**src/hw/rtl/rsas_pkg.sv**
```systemverilog
// Shared types and constants of the rotated sorted array search block.
// No dependencies; imported by every module of the block but rsas_ram.
package rsas_pkg;

   localparam int DEPTH_DEFAULT = 1024;
   localparam int DATA_W        = 32;
   localparam int OP_W          = 2;
   localparam int POS_W         = 10;

   localparam logic [OP_W-1:0] OP_CLEAR  = 2'd0;
   localparam logic [OP_W-1:0] OP_APPEND = 2'd1;
   localparam logic [OP_W-1:0] OP_SEARCH = 2'd2;

   typedef enum logic [2:0] {
      SEQ_IDLE,
      SEQ_LAST,
      SEQ_CMP,
      SEQ_ISSUE,
      SEQ_FINAL,
      SEQ_DONE
   } seq_state_type;

   typedef struct packed {
      logic             busy;
      logic             done;
      logic             found;
      logic [POS_W-1:0] position;
   } seq_status_type;

endpackage

```
**src/hw/rtl/rsas_seq.sv**
```systemverilog
// Search sequencer: bounds, probe address and predicate over the element RAM.
// Depends on rsas_pkg; reads through the RAM port of the top level.
module rsas_seq
   import rsas_pkg::*;
#(
   parameter int DEPTH = DEPTH_DEFAULT,
   localparam int ADDR_W = (DEPTH > 1) ? $clog2(DEPTH) : 1,
   localparam int CNT_W  = $clog2(DEPTH + 1)
) (
   input  logic                     clock,
   input  logic                     reset,
   input  logic                     start,
   input  logic signed [DATA_W-1:0] target,
   input  logic [CNT_W-1:0]         count,
   input  logic                     ack,
   output logic                     rd_en,
   output logic [ADDR_W-1:0]        rd_addr,
   input  logic [DATA_W-1:0]        rd_data,
   output seq_status_type           status
);

   seq_state_type state_ff, state_in;

   logic signed [DATA_W-1:0] target_ff, target_in;
   logic signed [DATA_W-1:0] last_ff, last_in;
   logic [CNT_W-1:0]         count_ff, count_in;
   logic [CNT_W-1:0]         lo_ff, lo_in;
   logic [CNT_W-1:0]         hip1_ff, hip1_in;
   logic [ADDR_W-1:0]        mid_ff, mid_in;
   logic                     found_ff, found_in;

   logic signed [DATA_W-1:0] elem;
   logic [CNT_W:0]           mid_sum;
   logic [ADDR_W-1:0]        mid_next;
   logic [CNT_W-1:0]         count_m1;
   logic                     bounds_open;
   logic                     lo_in_range;
   logic                     go_left;
   logic [CNT_W+POS_W-1:0]   lo_wide;

   assign elem        = $signed(rd_data);
   assign mid_sum     = ({1'b0, lo_ff} + {1'b0, hip1_ff} - (CNT_W+1)'(1)) >> 1;
   assign mid_next    = mid_sum[ADDR_W-1:0];
   assign count_m1    = count - CNT_W'(1);
   assign bounds_open = lo_ff < hip1_ff;
   assign lo_in_range = lo_ff < count_ff;
   assign lo_wide     = {{POS_W{1'b0}}, lo_ff};

   // true when the target lies at or left of the probe
   always_comb begin
      if (elem > last_ff) begin
         go_left = (target_ff <= elem) && (target_ff > last_ff);
      end else begin
         go_left = (target_ff <= elem) || (target_ff > last_ff);
      end
   end

   always_ff @(posedge clock) begin
      if (reset) begin
         state_ff <= SEQ_IDLE;
      end else begin
         state_ff <= state_in;
      end
      target_ff <= target_in;
      last_ff   <= last_in;
      count_ff  <= count_in;
      lo_ff     <= lo_in;
      hip1_ff   <= hip1_in;
      mid_ff    <= mid_in;
      found_ff  <= found_in;
   end

   // next state
   always_comb begin
      state_in = state_ff;
      unique case (state_ff)
         SEQ_IDLE: begin
            if (start) begin
               state_in = (count == '0) ? SEQ_DONE : SEQ_LAST;
            end
         end
         SEQ_LAST:  state_in = SEQ_CMP;
         SEQ_CMP:   state_in = SEQ_ISSUE;
         SEQ_ISSUE: begin
            priority if (bounds_open) begin
               state_in = SEQ_CMP;
            end else if (lo_in_range) begin
               state_in = SEQ_FINAL;
            end else begin
               state_in = SEQ_DONE;
            end
         end
         SEQ_FINAL: state_in = SEQ_DONE;
         SEQ_DONE: begin
            if (ack) begin
               state_in = SEQ_IDLE;
            end
         end
         default:   state_in = SEQ_IDLE;
      endcase
   end

   // outputs
   always_comb begin
      rd_en   = 1'b0;
      rd_addr = mid_next;
      unique case (state_ff)
         SEQ_IDLE: begin
            rd_en   = start;
            rd_addr = count_m1[ADDR_W-1:0];
         end
         SEQ_LAST:  rd_en = 1'b1;
         SEQ_ISSUE: begin
            rd_en = bounds_open || lo_in_range;
            if (!bounds_open) begin
               rd_addr = lo_ff[ADDR_W-1:0];
            end
         end
         default:   rd_en = 1'b0;
      endcase
      status.busy     = state_ff != SEQ_IDLE;
      status.done     = state_ff == SEQ_DONE;
      status.found    = found_ff;
      status.position = found_ff ? lo_wide[POS_W-1:0] : '0;
   end

   // datapath
   always_comb begin
      target_in = target_ff;
      last_in   = last_ff;
      count_in  = count_ff;
      lo_in     = lo_ff;
      hip1_in   = hip1_ff;
      mid_in    = mid_ff;
      found_in  = found_ff;
      unique case (state_ff)
         SEQ_IDLE: begin
            if (start) begin
               target_in = target;
               count_in  = count;
               lo_in     = '0;
               hip1_in   = count;
               found_in  = 1'b0;
            end
         end
         SEQ_LAST: begin
            last_in = elem;
            mid_in  = mid_next;
         end
         SEQ_CMP: begin
            if (go_left) begin
               hip1_in = CNT_W'(mid_ff);
            end else begin
               lo_in = CNT_W'(mid_ff) + CNT_W'(1);
            end
         end
         SEQ_ISSUE: mid_in = mid_next;
         SEQ_FINAL: found_in = elem == target_ff;
         default: begin
            found_in = found_ff;
         end
      endcase
   end

endmodule

```
**config.mk**
```make
export PLATFORM = sky130hd
export DESIGN_NAME = rsas_seq
export DESIGN_NICKNAME = d
export VERILOG_FILES = /design/src/hw/rtl/rsas_pkg.sv /design/src/hw/rtl/rsas_seq.sv
export SDC_FILE = /design/constraint.sdc
export NUM_CORES = 1
export LEC_CHECK = 0
export BUFFER_PORTS_ARGS = -buffer_cell sky130_fd_sc_hd__buf_2
export CAP_MARGIN = 20
export CORE_ASPECT_RATIO = 0.9
export CORE_MARGIN = 2
export CORE_UTILIZATION = 43
export CTS_CLUSTER_DIAMETER = 30
export DETAILED_ROUTE_END_ITERATION = 6
export GPL_TIMING_DRIVEN = 0
export MAX_ROUTING_LAYER = met4
export SYNTH_ARGS = -nofsm -noshare
export SYNTH_HDL_FRONTEND = slang
export SYNTH_SLANG_ARGS = --single-unit
```
**constraint.sdc**
```tcl
create_clock -name clock -period 9.75 [get_ports clock]
set_input_delay 1.4625 -clock clock [delete_from_list [all_inputs] [get_ports clock]]
set_output_delay 1.4625 -clock clock [all_outputs]
set_load 0.1 [all_outputs]
```
# == Word-level counts from Yosys, hierarchy flattened ==
# Cells that the tools add are included.
# classes
add_sub_neg,4
mul,0
div,0
order_cmp,5
n_eq_ne,10
n_shift,0
mux,19
bitwise,0
reduce_logical,14
# op_table
op,n
32-bit greater-than comparator,2
11-bit 2-to-1 mux,4
11-bit case mux with 2 select lines,2
32-bit equality test,1
32-bit less-or-equal comparator,1
11-bit less-than comparator,2
10-bit 2-to-1 mux,2
10-bit case mux with 2 select lines,1
3-bit case mux with 6 select lines,1
3-bit 2-to-1 mux,4
10-bit by 1-bit adder with 11-bit output (second input constant),1
11-bit adder,1
11-bit zero test,1
11-bit by 1-bit subtractor with 11-bit output (second input constant),1
10-bit by 1-bit subtractor with 10-bit output (second input constant),1
2-bit != test (second input constant),4
3-bit by 2-bit equality test with 1-bit output (second input constant),2
3-bit equality test (second input constant),2
2-bit AND reduction,3
3-bit AND reduction,2
2-bit nonzero test,2
3-bit by 1-bit equality test with 1-bit output (second input constant),1
3-bit zero test,1
1-bit 2-to-1 mux,3
6 further kinds,7
# word_totals
reg_bits,111
latchBits,0
mem_bits_rw,0
mem_bits_ro,0
input_bits,79
output_inout_bits,24
elab_cells,60
memories,0

# == Logic depth before layout (Yosys ltp) ==
# Gate-level depths: netlist (run 1).
# logic_depth
depth_word,5
depth_mapped,14
ltp_nobuf,14

# == Worst setup path after synthesis (run 1) ==
# Ideal clock, no wire load.
# synth_path
kind,register -> output
from,register lo_ff[1]
to,output port rd_addr[6]
t_arrival_ns,3.651
required_ns,8.287
path_slack_ns,4.637
path_stages_with_launch,15
path_buffers,0
path_cell_list,edfxtp_1 -> inv_1 -> ha_1 -> inv_1 -> ha_1 -> inv_1 -> fa_1 -> inv_1 -> a21oi_1 -> o21bai_1 -> a21o_1 -> a21oi_1 -> xnor2_1 -> mux2i_1 -> o221ai_1
# synth_via
elab_chain_cells,4
elab_cells_between_ends,5
cone_classes,add/sub: 2; order compare: 1; mux: 2
# synth_lines
item,line_no,rtl
from (decl),rsas_seq.sv:27,"logic [CNT_W-1:0] lo_ff, lo_in;"
from (signal assigned),rsas_seq.sv:67,lo_ff <= lo_in;
11-bit adder (*),rsas_seq.sv:42,"assign mid_sum = ({1'b0, lo_ff} + {1'b0, hip1_ff} - (CNT_W+1)'(1)) >> 1;"
11-bit by 1-bit subtractor with 11-bit output (*),rsas_seq.sv:42,
named net mid_next[6],rsas_seq.sv:34,logic [ADDR_W-1:0] mid_next;
10-bit 2-to-1 mux,rsas_seq.sv:115,if (!bounds_open) begin
10-bit case mux with 2 select lines (*),rsas_seq.sv:107,unique case (state_ff)
to (decl),rsas_seq.sv:17,"output logic [ADDR_W-1:0] rd_addr,"
# The timed path passes the listed nets; every way through them passes the cells marked *.

# == Worst setup path in the final report (run 1) ==
# layout_path
from,register lo_ff[2]
to,output port rd_addr[9]
# Same word-level chain as after synthesis.

==> flow_metrics.py, run 1 <==
metrics = {
    "floorplanning": {
        "io_pins": 103,
        "coreArea_sq_mm": 0.01750,
        "die_w_microns": 144.2,
        "start_util_pct": 43.49,
        "fp.dieH_microns": 130.2,
        "rows": 46,
        "dieArea_sq_mm": 0.01878,
    },
    "clock_network": {
        "postCtsHoldBufs": 0,
        "htreeDepth": 3,
        "clkTransAtPathRegs_ps": 70,
        "cts-buffers-inserted": 9,
        "cts_root_buffer": "clkbuf_16",
        "post_cts_resized": 0,
        "postCtsSetupRepairBufs": 0,
        "cts_tree": "done",
        "cts_sinks": 111,
        "clock_latency_ps": 360,
        "cts_buffer_depth": 2,
    },
    "global_route": {
        "grt_use_met1_pct": 29.00,
        "grt_overflow": 0,
        "antenna_found_initial": 2,
        "use_met3_pct": 3.596,
        "grt_start_max_net_pins": 32,
        "use_met2_pct": 32.35,
        "grt_pass1_vias": 5818,
        "grt_pass1_wl_microns": 29510,
        "grt-busiest-layer": "met2",
        "grt_use_total_pct": 21.38,
    },
    "routing": {
        "dr_total_vias": 5688,
        "drc": 0,
        "antenna_left": 0,
        "totalWireLength_microns": 18510,
        "first_iter_violations": 336,
        "detail_route.first_pass.iterations": 5,
        "wl_per_cell_microns": 17.14,
        "post_drt_via_cell_ratio": 5.267,
    },
    "setup_path": {
        "start_kind": "register",
        "required_ps": 8290,
        "r2r_start": "target_ff[7]",
        "cp_cell_sequence": "inv_1 -> ha_1 -> inv_1 -> ha_1 -> a21o_1 -> a21oi_1 -> o21bai_1 -> a2111oi_1 -> o31ai_1 -> xnor2_1 -> a221o_1 -> buf_2",
        "cp_top_family": "compound AO/OA/AOI/OAI gates",
        "r2r_setup_slack_ps": 6380,
        "reg2reg_depth": 10,
        "critPathLaunch": "lo_ff[2]",
        "path_max_fanout": 5,
        "arrival_ps": 3930,
        "r2r-end": "lo_ff[6]",
        "critPathSlowestCell": "a2111oi_1",
        "slowest_delay_ps": 600,
        "timing_worst_setup_path_type": "register to output port",
        "worst-path-buf-inv": 3,
        "cp-end-kind": "output port",
    },
    "layout": {
        "drive_gt1_share_pct": 17.04,
        "stdcell_area_sq_mm": 0.008768,
        "fin_nets": 1051,
        "area_growth_pct": 15.23,
        "layout_commonest_cell": "ha_1",
        "layout_common_cells": "136 x ha_1, 125 x inv_1, 108 x edfxtp_1",
        "layoutNonFillerInstCount": 1080,
    },
    "hold_path": {
        "hold_depth": 1,
        "whs_endpoint": "state_ff[1]",
        "hp-class": "register to register",
        "hold_start": "state_ff[2]",
    },
    "run": {
        "maxCapViolations": 0,
    },
    "synthesis": {
        "synth_cell_type_count": 56,
        "yosys_warnings": 0,
        "syn_nets": 932,
        "ys_ff_latch": 111,
        "synth_edf_count": 108,
        "yosysSeqAreaShare_pct": 43.41,
        "ys.flop_type": "edfxtp_1",
        "synth_area_per_cell_sq_um": 10.63,
        "synth_cells": 716,
        "async_flop_share_pct": 0,
        "syn-cell-area_sq_mm": 0.007610,
    },
    "place": {
        "placedCellCount": 1063,
        "place.gp.congestion": 0.9171,
        "dpl.hpwl_microns": 14980,
        "numPortBuffers": 102,
        "placed_cell_area_sq_mm": 0.008491,
    },
    "outcome": {
        "status": "finished clean",
    },
    "sta": {
        "tns_ps": 0,
        "fmax_mhz": 185.4,
        "timing.hold.ws_ps": 614.8,
        "worstMarginPinSlew_ps": 737.5,
        "final-max-slew-violation-count": 0,
        "max-slew-margin-rel_pct": 50.84,
        "period_share_pct": 55.32,
        "setup_viol": 0,
        "hold_violations": 0,
        "period_needed_ps": 5394,
        "skew_ps": 10.13,
        "rsz0062_at_grt": "no",
    },
    "power": {
        "peakVddDrop_uv": 196.0,
        "p_leak_nw": 4.117,
        "p_per_area_mw_per_mm2": 192.7,
    },
}
## cells by family (layout without fill, tap and decap cells)
kind of cell / after synthesis / in the layout / share of synthesized area [%]
AND/OR/NAND/NOR: 157 / 157 / 10.67
AO/OA/AOI/OAI: 140 / 140 / 11.89
adder cells (fa/ha/maj): 138 / 138 / 22.77
buffers and inverters: 133 / 256 / 6.626
flip-flops: 111 / 111 / 43.41
XOR/XNOR: 22 / 22 / 2.532
multiplexers: 15 / 15 / 2.105
other: 0 / 1 / 0
## where the power goes
part / switching [mW] / internal [mW] / total [mW] / leakage (nW)
sequential: 0.0413 / 0.607 / 0.648 / 1.05
combinational: 0.483 / 0.216 / 0.699 / 2.94
clock: 0.171 / 0.171 / 0.342 / 0.127
total: 0.695 / 0.994 / 1.69 / 4.12
## Yosys cell counts (13+ instances only)
library cell | number | area [sq um]
nand2_1 | 33 | 123.9
inv_1 | 126 | 473.0
o21ai_0 | 17 | 85.08
nand4_1 | 24 | 150.1
nor2_1 | 36 | 135.1
a21oi_1 | 52 | 260.3
a21o_1 | 20 | 150.1
nand3_1 | 13 | 65.06
edfxtp_1 | 108 | 3243
ha_1 | 136 | 1702
## worst max-delay path by stage
stage / to / slack, ps / cells after the start
2_1_floorplan: rd_addr[6] / 4640 / 14
3_3_place_gp: rd_en / 4630 / 5
3_5_place_dp: rd_addr[9] / 4780 / 12
4_1_cts: rd_addr[9] / 4370 / 12
5_1_grt: rd_addr[9] / 4160 / 12
6_report: rd_addr[9] / 4360 / 12
## layer usage
metal / vias up / wire length (microns)
met2: 170 / 8188
met1: 2649 / 8875
met3: 35 / 953
met5: - / 0
li1: 2834 / -
met4: 0 / 496
## stage by stage
| step | setup slack, ps | power (mW) | utilization (%) |
|---|---|---|---|
| 2_1_floorplan | 4637 | 1.170 | - |
| 3_3_place_gp | 4629 | 1.329 | 48.13 |
| 3_5_place_dp | 4778 | 1.352 | 48.53 |
| 4_1_cts | 4372 | 1.702 | 50.04 |
| 5_1_grt | 4164 | 1.791 | 50.11 |
| 6_report | 4356 | 1.689 | 50.11 |
## state kept, by name, indices dropped and copies added (netlist names)
signal / cells
last_ff: 32
target_ff: 32
count_ff: 11
hip1_ff: 11
lo_ff: 11
mid_ff: 10
state_ff: 3
found_ff: 1
## area by class of cell
type                            instances  area [sq um]
Antenna cell                            1         2.502
Buffer                                  6         27.53
Multi-Input combinational cell        472          3807
Tap cell                              240         300.3
Clock inverter                          6         38.79
Sequential cell                       111          3303
Clock buffer                            9         225.2
Inverter                              127         476.7
Fill cell                            1665          8728
Timing Repair Buffer                  108         586.8
Note: power is estimated with default switching activity, not from simulation.
==> inputs of run 2 (changes only) <==
==> constraint.sdc (replaced) <==
create_clock -name clock -period 4.6 [get_ports clock]
set_input_delay 0.69 -clock clock [delete_from_list [all_inputs] [get_ports clock]]
set_output_delay 0.69 -clock clock [all_outputs]
set_load 0.1 [all_outputs]
==> run 2 against run 1 <==
- clock-buffer cell count unchanged
- register-to-register slack worse by 5200 ps
- clock power up 110%
- clock skew about the same
- core utilization up 0.057 points
- critical endpoint is now rd_addr[7]
- largest cell class unchanged
==> flow_metrics.py, run 2 (synthesis gave the netlist of run 1 again) <==
metrics = {
    "sta": {
        "rsz0062_at_grt": "no",
        "max-slew-margin-rel_pct": 50.82,
        "timing.hold.ws_ps": 500.7,
        "setup_ws_ps": 204.9,
        "period_share_pct": 95.55,
        "hold_violations": 0,
        "final-max-slew-violation-count": 0,
        "period_needed_ps": 4395,
        "skew_ps": 10.21,
        "setup_viol": 0,
        "fmax_mhz": 227.5,
        "worstMarginPinSlew_ps": 737.8,
    },
    "routing": {
        "drc": 0,
        "detail_route.first_pass.iterations": 5,
        "post_drt_via_cell_ratio": 5.270,
        "antenna_left": 0,
        "wl_per_cell_microns": 17.17,
        "dr_total_vias": 5692,
        "first_iter_violations": 374,
        "totalWireLength_microns": 18540,
    },
    "global_route": {
        "grt_start_max_net_pins": 32,
        "grt_pass1_vias": 5818,
        "grt_pass1_wl_microns": 29510,
        "antenna_found_initial": 2,
        "grt_overflow": 0,
        "grt_use_total_pct": 21.38,
    },
    "clock_network": {
        "clock_latency_ps": 360,
        "cts_root_buffer": "clkbuf_16",
        "cts_sinks": 111,
        "cts_buffer_depth": 2,
        "cts-buffers-inserted": 9,
        "clkTransAtPathRegs_ps": 70,
        "cts_tree": "done",
        "htreeDepth": 3,
    },
    "floorplanning": {
        "fp.dieH_microns": 130.2,
        "die_w_microns": 144.2,
        "dieArea_sq_mm": 0.01878,
        "coreArea_sq_mm": 0.01750,
        "start_util_pct": 43.49,
        "rows": 46,
        "io_pins": 103,
    },
    "setup_path": {
        "arrival_ps": 3710,
        "timing_worst_setup_path_type": "register to output port",
        "required_ps": 3910,
        "cp-end-kind": "output port",
        "start_kind": "register",
        "path_max_fanout": 5,
    },
    "outcome": {
        "status": "finished clean",
    },
    "power": {
        "peakVddDrop_uv": 421.2,
        "p_per_area_mw_per_mm2": 409.2,
        "power.switching_mw": 1.478,
        "combPwrFrac_pct": 41.5,
        "p_int_mw": 2.113,
        "pwr-share-clk_pct": 20.2,
        "netSwitchingFraction_pct": 41.16,
        "p_leak_nw": 4.119,
        "p_seq_share_pct": 38.3,
    },
    "layout": {
        "layout_common_cells": "136 x ha_1, 125 x inv_1, 108 x edfxtp_1",
        "area_growth_pct": 15.36,
        "fin_nets": 1051,
        "reg_top3": "last_ff x32, target_ff x32",
        "drive_gt1_share_pct": 17.16,
        "layout_commonest_cell": "ha_1",
        "layoutNonFillerInstCount": 1080,
    },
    "run": {
        "maxCapViolations": 0,
    },
    "place": {
        "place_ws_ps": 400.7,
        "placedCellCount": 1063,
        "dpl.hpwl_microns": 14980,
        "place.gp.congestion": 0.9171,
        "numPortBuffers": 102,
    },
    "hold_path": {
        "hp-class": "primary input to register",
    },
}
[run 2: worst paths after layout]
check                                  start      endpoint  slack (ps)  cells past startpoint
worst min register to register   state_ff[2]   state_ff[1]         620                      1
worst max register to register  target_ff[7]      lo_ff[6]        1230                     10
worst min-delay path               target[0]  target_ff[0]         500                      1
worst max-delay path                lo_ff[2]    rd_addr[7]         200                     12
[run 2: per-layer routing]
metal	global-route usage [%]	share of wire (%)	up-vias
met5	-	0	-
met4	7.995	2.7	0
met3	3.596	5.5	35
met2	32.35	44	175
met1	29.00	48	2648
li1	-	-	2834
[run 2: stage by stage]
step           power, mW  area [sq um]  utilization, %  TNS (ps)
4_1_cts            3.610          8757           50.05         0
3_5_place_dp       2.866          8491           48.53         0
2_1_floorplan      2.479          7610               -         0
3_3_place_gp       2.818          8421           48.13     -7463
5_1_grt            3.805          8778           50.17         0
6_report           3.592          8778           50.17         0
[run 2: layout make-up]
| cell class | instances | area (sq um) |
|---|---|---|
| fill | 1662 | 8718 |
| clock inverter | 6 | 38.79 |
| sequential | 111 | 3303 |
| antenna | 1 | 2.502 |
| timing repair buffer | 108 | 591.8 |
| clock buffer | 9 | 225.2 |
| buffer | 6 | 27.53 |
| tap | 240 | 300.3 |
| multi-input combinational | 472 | 3812 |
| inverter | 127 | 476.7 |
[run 2: what timing repair did]
| action | 4_1_cts | 5_1_grt |
|---|---|---|
| pin swaps | 0 | 0 |
| hold buffers | 0 | 0 |
| setup endpoints to repair | 1 | 3 |
| gates resized for setup | 1 | 2 |
| buffers inserted | 0 | 0 |
[run 2: power groups by stage]
stage	logic, mW	registers [mW]	clock network [mW]
6_report	1.49	1.37	0.725
5_1_grt	1.62	1.39	0.790
4_1_cts	1.48	1.38	0.752
3_5_place_dp	1.47	1.40	0
3_3_place_gp	1.42	1.40	0
2_1_floorplan	1.12	1.36	0
[run 2: critical path, cell delays in order (launching register included)]
cell and delay, ps:
edfxtp_1 480, inv_1 80, ha_1 350, inv_1 60, ha_1 290, a21o_1 180, a21oi_1 240, o21bai_1 190
a2111oi_2 470, nor2_1 120, xor2_1 230, a221o_1 220, buf_2 440
==> inputs of run 3 (changes only) <==
--- a/config.mk
+++ b/config.mk
@@ -9,7 +9,7 @@
 export CAP_MARGIN = 20
 export CORE_ASPECT_RATIO = 0.9
 export CORE_MARGIN = 2
-export CORE_UTILIZATION = 43
+export CORE_UTILIZATION = 35
 export CTS_CLUSTER_DIAMETER = 30
 export DETAILED_ROUTE_END_ITERATION = 6
 export GPL_TIMING_DRIVEN = 0
==> run 3 against run 2 <==
- sequential cell count unchanged
- core utilization decreased by 8.9 points
- final area increased by 1.0%
- combinational power about the same
- cell count increased by 4.7%
- critical path type unchanged
- critical endpoint is now rd_addr[9]
- largest cell class unchanged
==> flow_metrics.py, run 3 (synthesis gave the netlist of run 1 again) <==
metrics = {
    "power": {
        "combPwrFrac_pct": 40.2,
        "p_int_mw": 2.129,
        "netSwitchingFraction_pct": 41.60,
        "finalPower_mw": 3.646,
        "peakVddDrop_uv": 177.3,
        "power.switching_mw": 1.517,
        "pwr-share-clk_pct": 22.0,
        "p_leak_nw": 4.134,
        "p_seq_share_pct": 37.8,
        "p_per_area_mw_per_mm2": 411.2,
    },
    "global_route": {
        "grt-busiest-layer": "met2",
        "use_met3_pct": 2.655,
        "use_met2_pct": 25.33,
        "grt_use_met1_pct": 24.19,
        "grt_pass1_wl_microns": 29170,
        "grt_use_total_pct": 17.03,
        "grt_overflow": 0,
        "grt_start_max_net_pins": 38,
        "antenna_found_initial": 1,
        "grt_pass1_vias": 5427,
    },
    "clock_network": {
        "cts_tree": "done",
        "clkTransAtPathRegs_ps": 80,
        "clock_latency_ps": 370,
        "cts-buffers-inserted": 9,
        "htreeDepth": 3,
        "cts_sinks": 111,
        "cts_buffer_depth": 2,
        "cts_root_buffer": "clkbuf_16",
    },
    "setup_path": {
        "cp-end-kind": "output port",
        "path_max_fanout": 5,
        "required_ps": 3910,
        "start_kind": "register",
        "timing_worst_setup_path_type": "register to output port",
        "arrival_ps": 3730,
    },
    "sta": {
        "max-slew-margin-rel_pct": 54.36,
        "worstMarginPinSlew_ps": 684.7,
        "rsz0062_at_grt": "no",
        "period_share_pct": 96.08,
        "timing.hold.ws_ps": 489.8,
        "setup_viol": 0,
        "period_needed_ps": 4420,
        "skew_ps": 10.80,
        "fmax_mhz": 226.3,
        "hold_violations": 0,
        "final-max-slew-violation-count": 0,
    },
    "routing": {
        "first_iter_violations": 335,
        "detail_route.first_pass.iterations": 5,
        "wl_per_cell_microns": 16.25,
        "totalWireLength_microns": 18380,
        "antenna_left": 0,
        "dr_total_vias": 5635,
        "post_drt_via_cell_ratio": 4.982,
        "drc": 0,
    },
    "layout": {
        "reg_top3": "last_ff x32, target_ff x32",
        "layout_commonest_cell": "ha_1",
        "layout_common_cells": "136 x ha_1, 125 x inv_1, 108 x edfxtp_1",
        "area_growth_pct": 16.52,
        "drive_gt1_share_pct": 17.26,
        "diodes": 0,
        "fin_nets": 1051,
    },
    "floorplanning": {
        "coreArea_sq_mm": 0.02150,
        "io_pins": 103,
        "die_w_microns": 159.4,
        "dieArea_sq_mm": 0.02294,
        "rows": 51,
        "fp.dieH_microns": 143.9,
        "start_util_pct": 35.39,
    },
    "hold_path": {
        "hp-class": "primary input to register",
    },
    "outcome": {
        "status": "finished clean",
    },
    "place": {
        "place.gp.congestion": 0.8696,
        "dpl.hpwl_microns": 14790,
        "numPortBuffers": 102,
    },
    "run": {
        "maxCapViolations": 0,
    },
}
run 3: stage by stage:
step | worst slack (ps) | util (%) | cells | area (sq um) | setup TNS (ps)
floorplan | 259.4 | - | 716 | 7610 | 0
global placement | -412.8 | 39.45 | 1109 | 8484 | -13130
detailed placement | 399.7 | 39.78 | 1114 | 8554 | 0
CTS | 171.6 | 41.19 | 1130 | 8857 | 0
global route | 22.75 | 41.23 | 1131 | 8867 | 0
finish | 180.4 | 41.23 | 1131 | 8867 | 0
run 3: metal layers:
metal  vias up  wire length [microns]
li1       2828                      -
met5         -                      0
met4         0                    280
met1      2655                   9312
met3        17                    961
met2       135                   7828
run 3: path summary, 6_finish.rpt:
check | start | endpoint | slack (ps) | cells after the start
min reg2reg | state_ff[2] | state_ff[1] | 610 | 1
max reg2reg | target_ff[31] | lo_ff[8] | 990 | 9
max | lo_ff[2] | rd_addr[9] | 180 | 12
min | target[30] | target_ff[30] | 490 | 1
run 3: cell type report:
type                       count  area, sq um
multi-input combinational    472         3812
clock buffer                   9        225.2
sequential                   111         3303
inverter                     127        476.7
clock inverter                 7        72.57
timing repair buffer         108        585.6
buffer                         6        27.53
fill                        2132        12640
tap                          291        364.1
run 3: critical path, cell delays in order (launching register included):
cell,delay (ps)
edfxtp_1,490
inv_1,80
ha_1,350
inv_1,60
ha_1,280
a21o_1,180
a21oi_1,220
o21bai_1,150
a2111oi_2,530
o31ai_1,180
xnor2_1,220
a221o_1,200
buf_2,430
run 3: timing repair:
action,4_1_cts,5_1_grt
hold buffers,0,0
setup endpoints to repair,1,1
pin swaps,0,0
gates resized for setup,1,1
buffers inserted,0,0
run 3: power by group through the flow:
| stage | combinational [mW] | clock [mW] | sequential (mW) |
|---|---|---|---|
| floorplan | 1.12 | 0 | 1.36 |
| global placement | 1.42 | 0 | 1.41 |
| detailed placement | 1.45 | 0 | 1.40 |
| CTS | 1.47 | 0.831 | 1.38 |
| global route | 1.61 | 0.857 | 1.40 |
| finish | 1.47 | 0.803 | 1.38 |
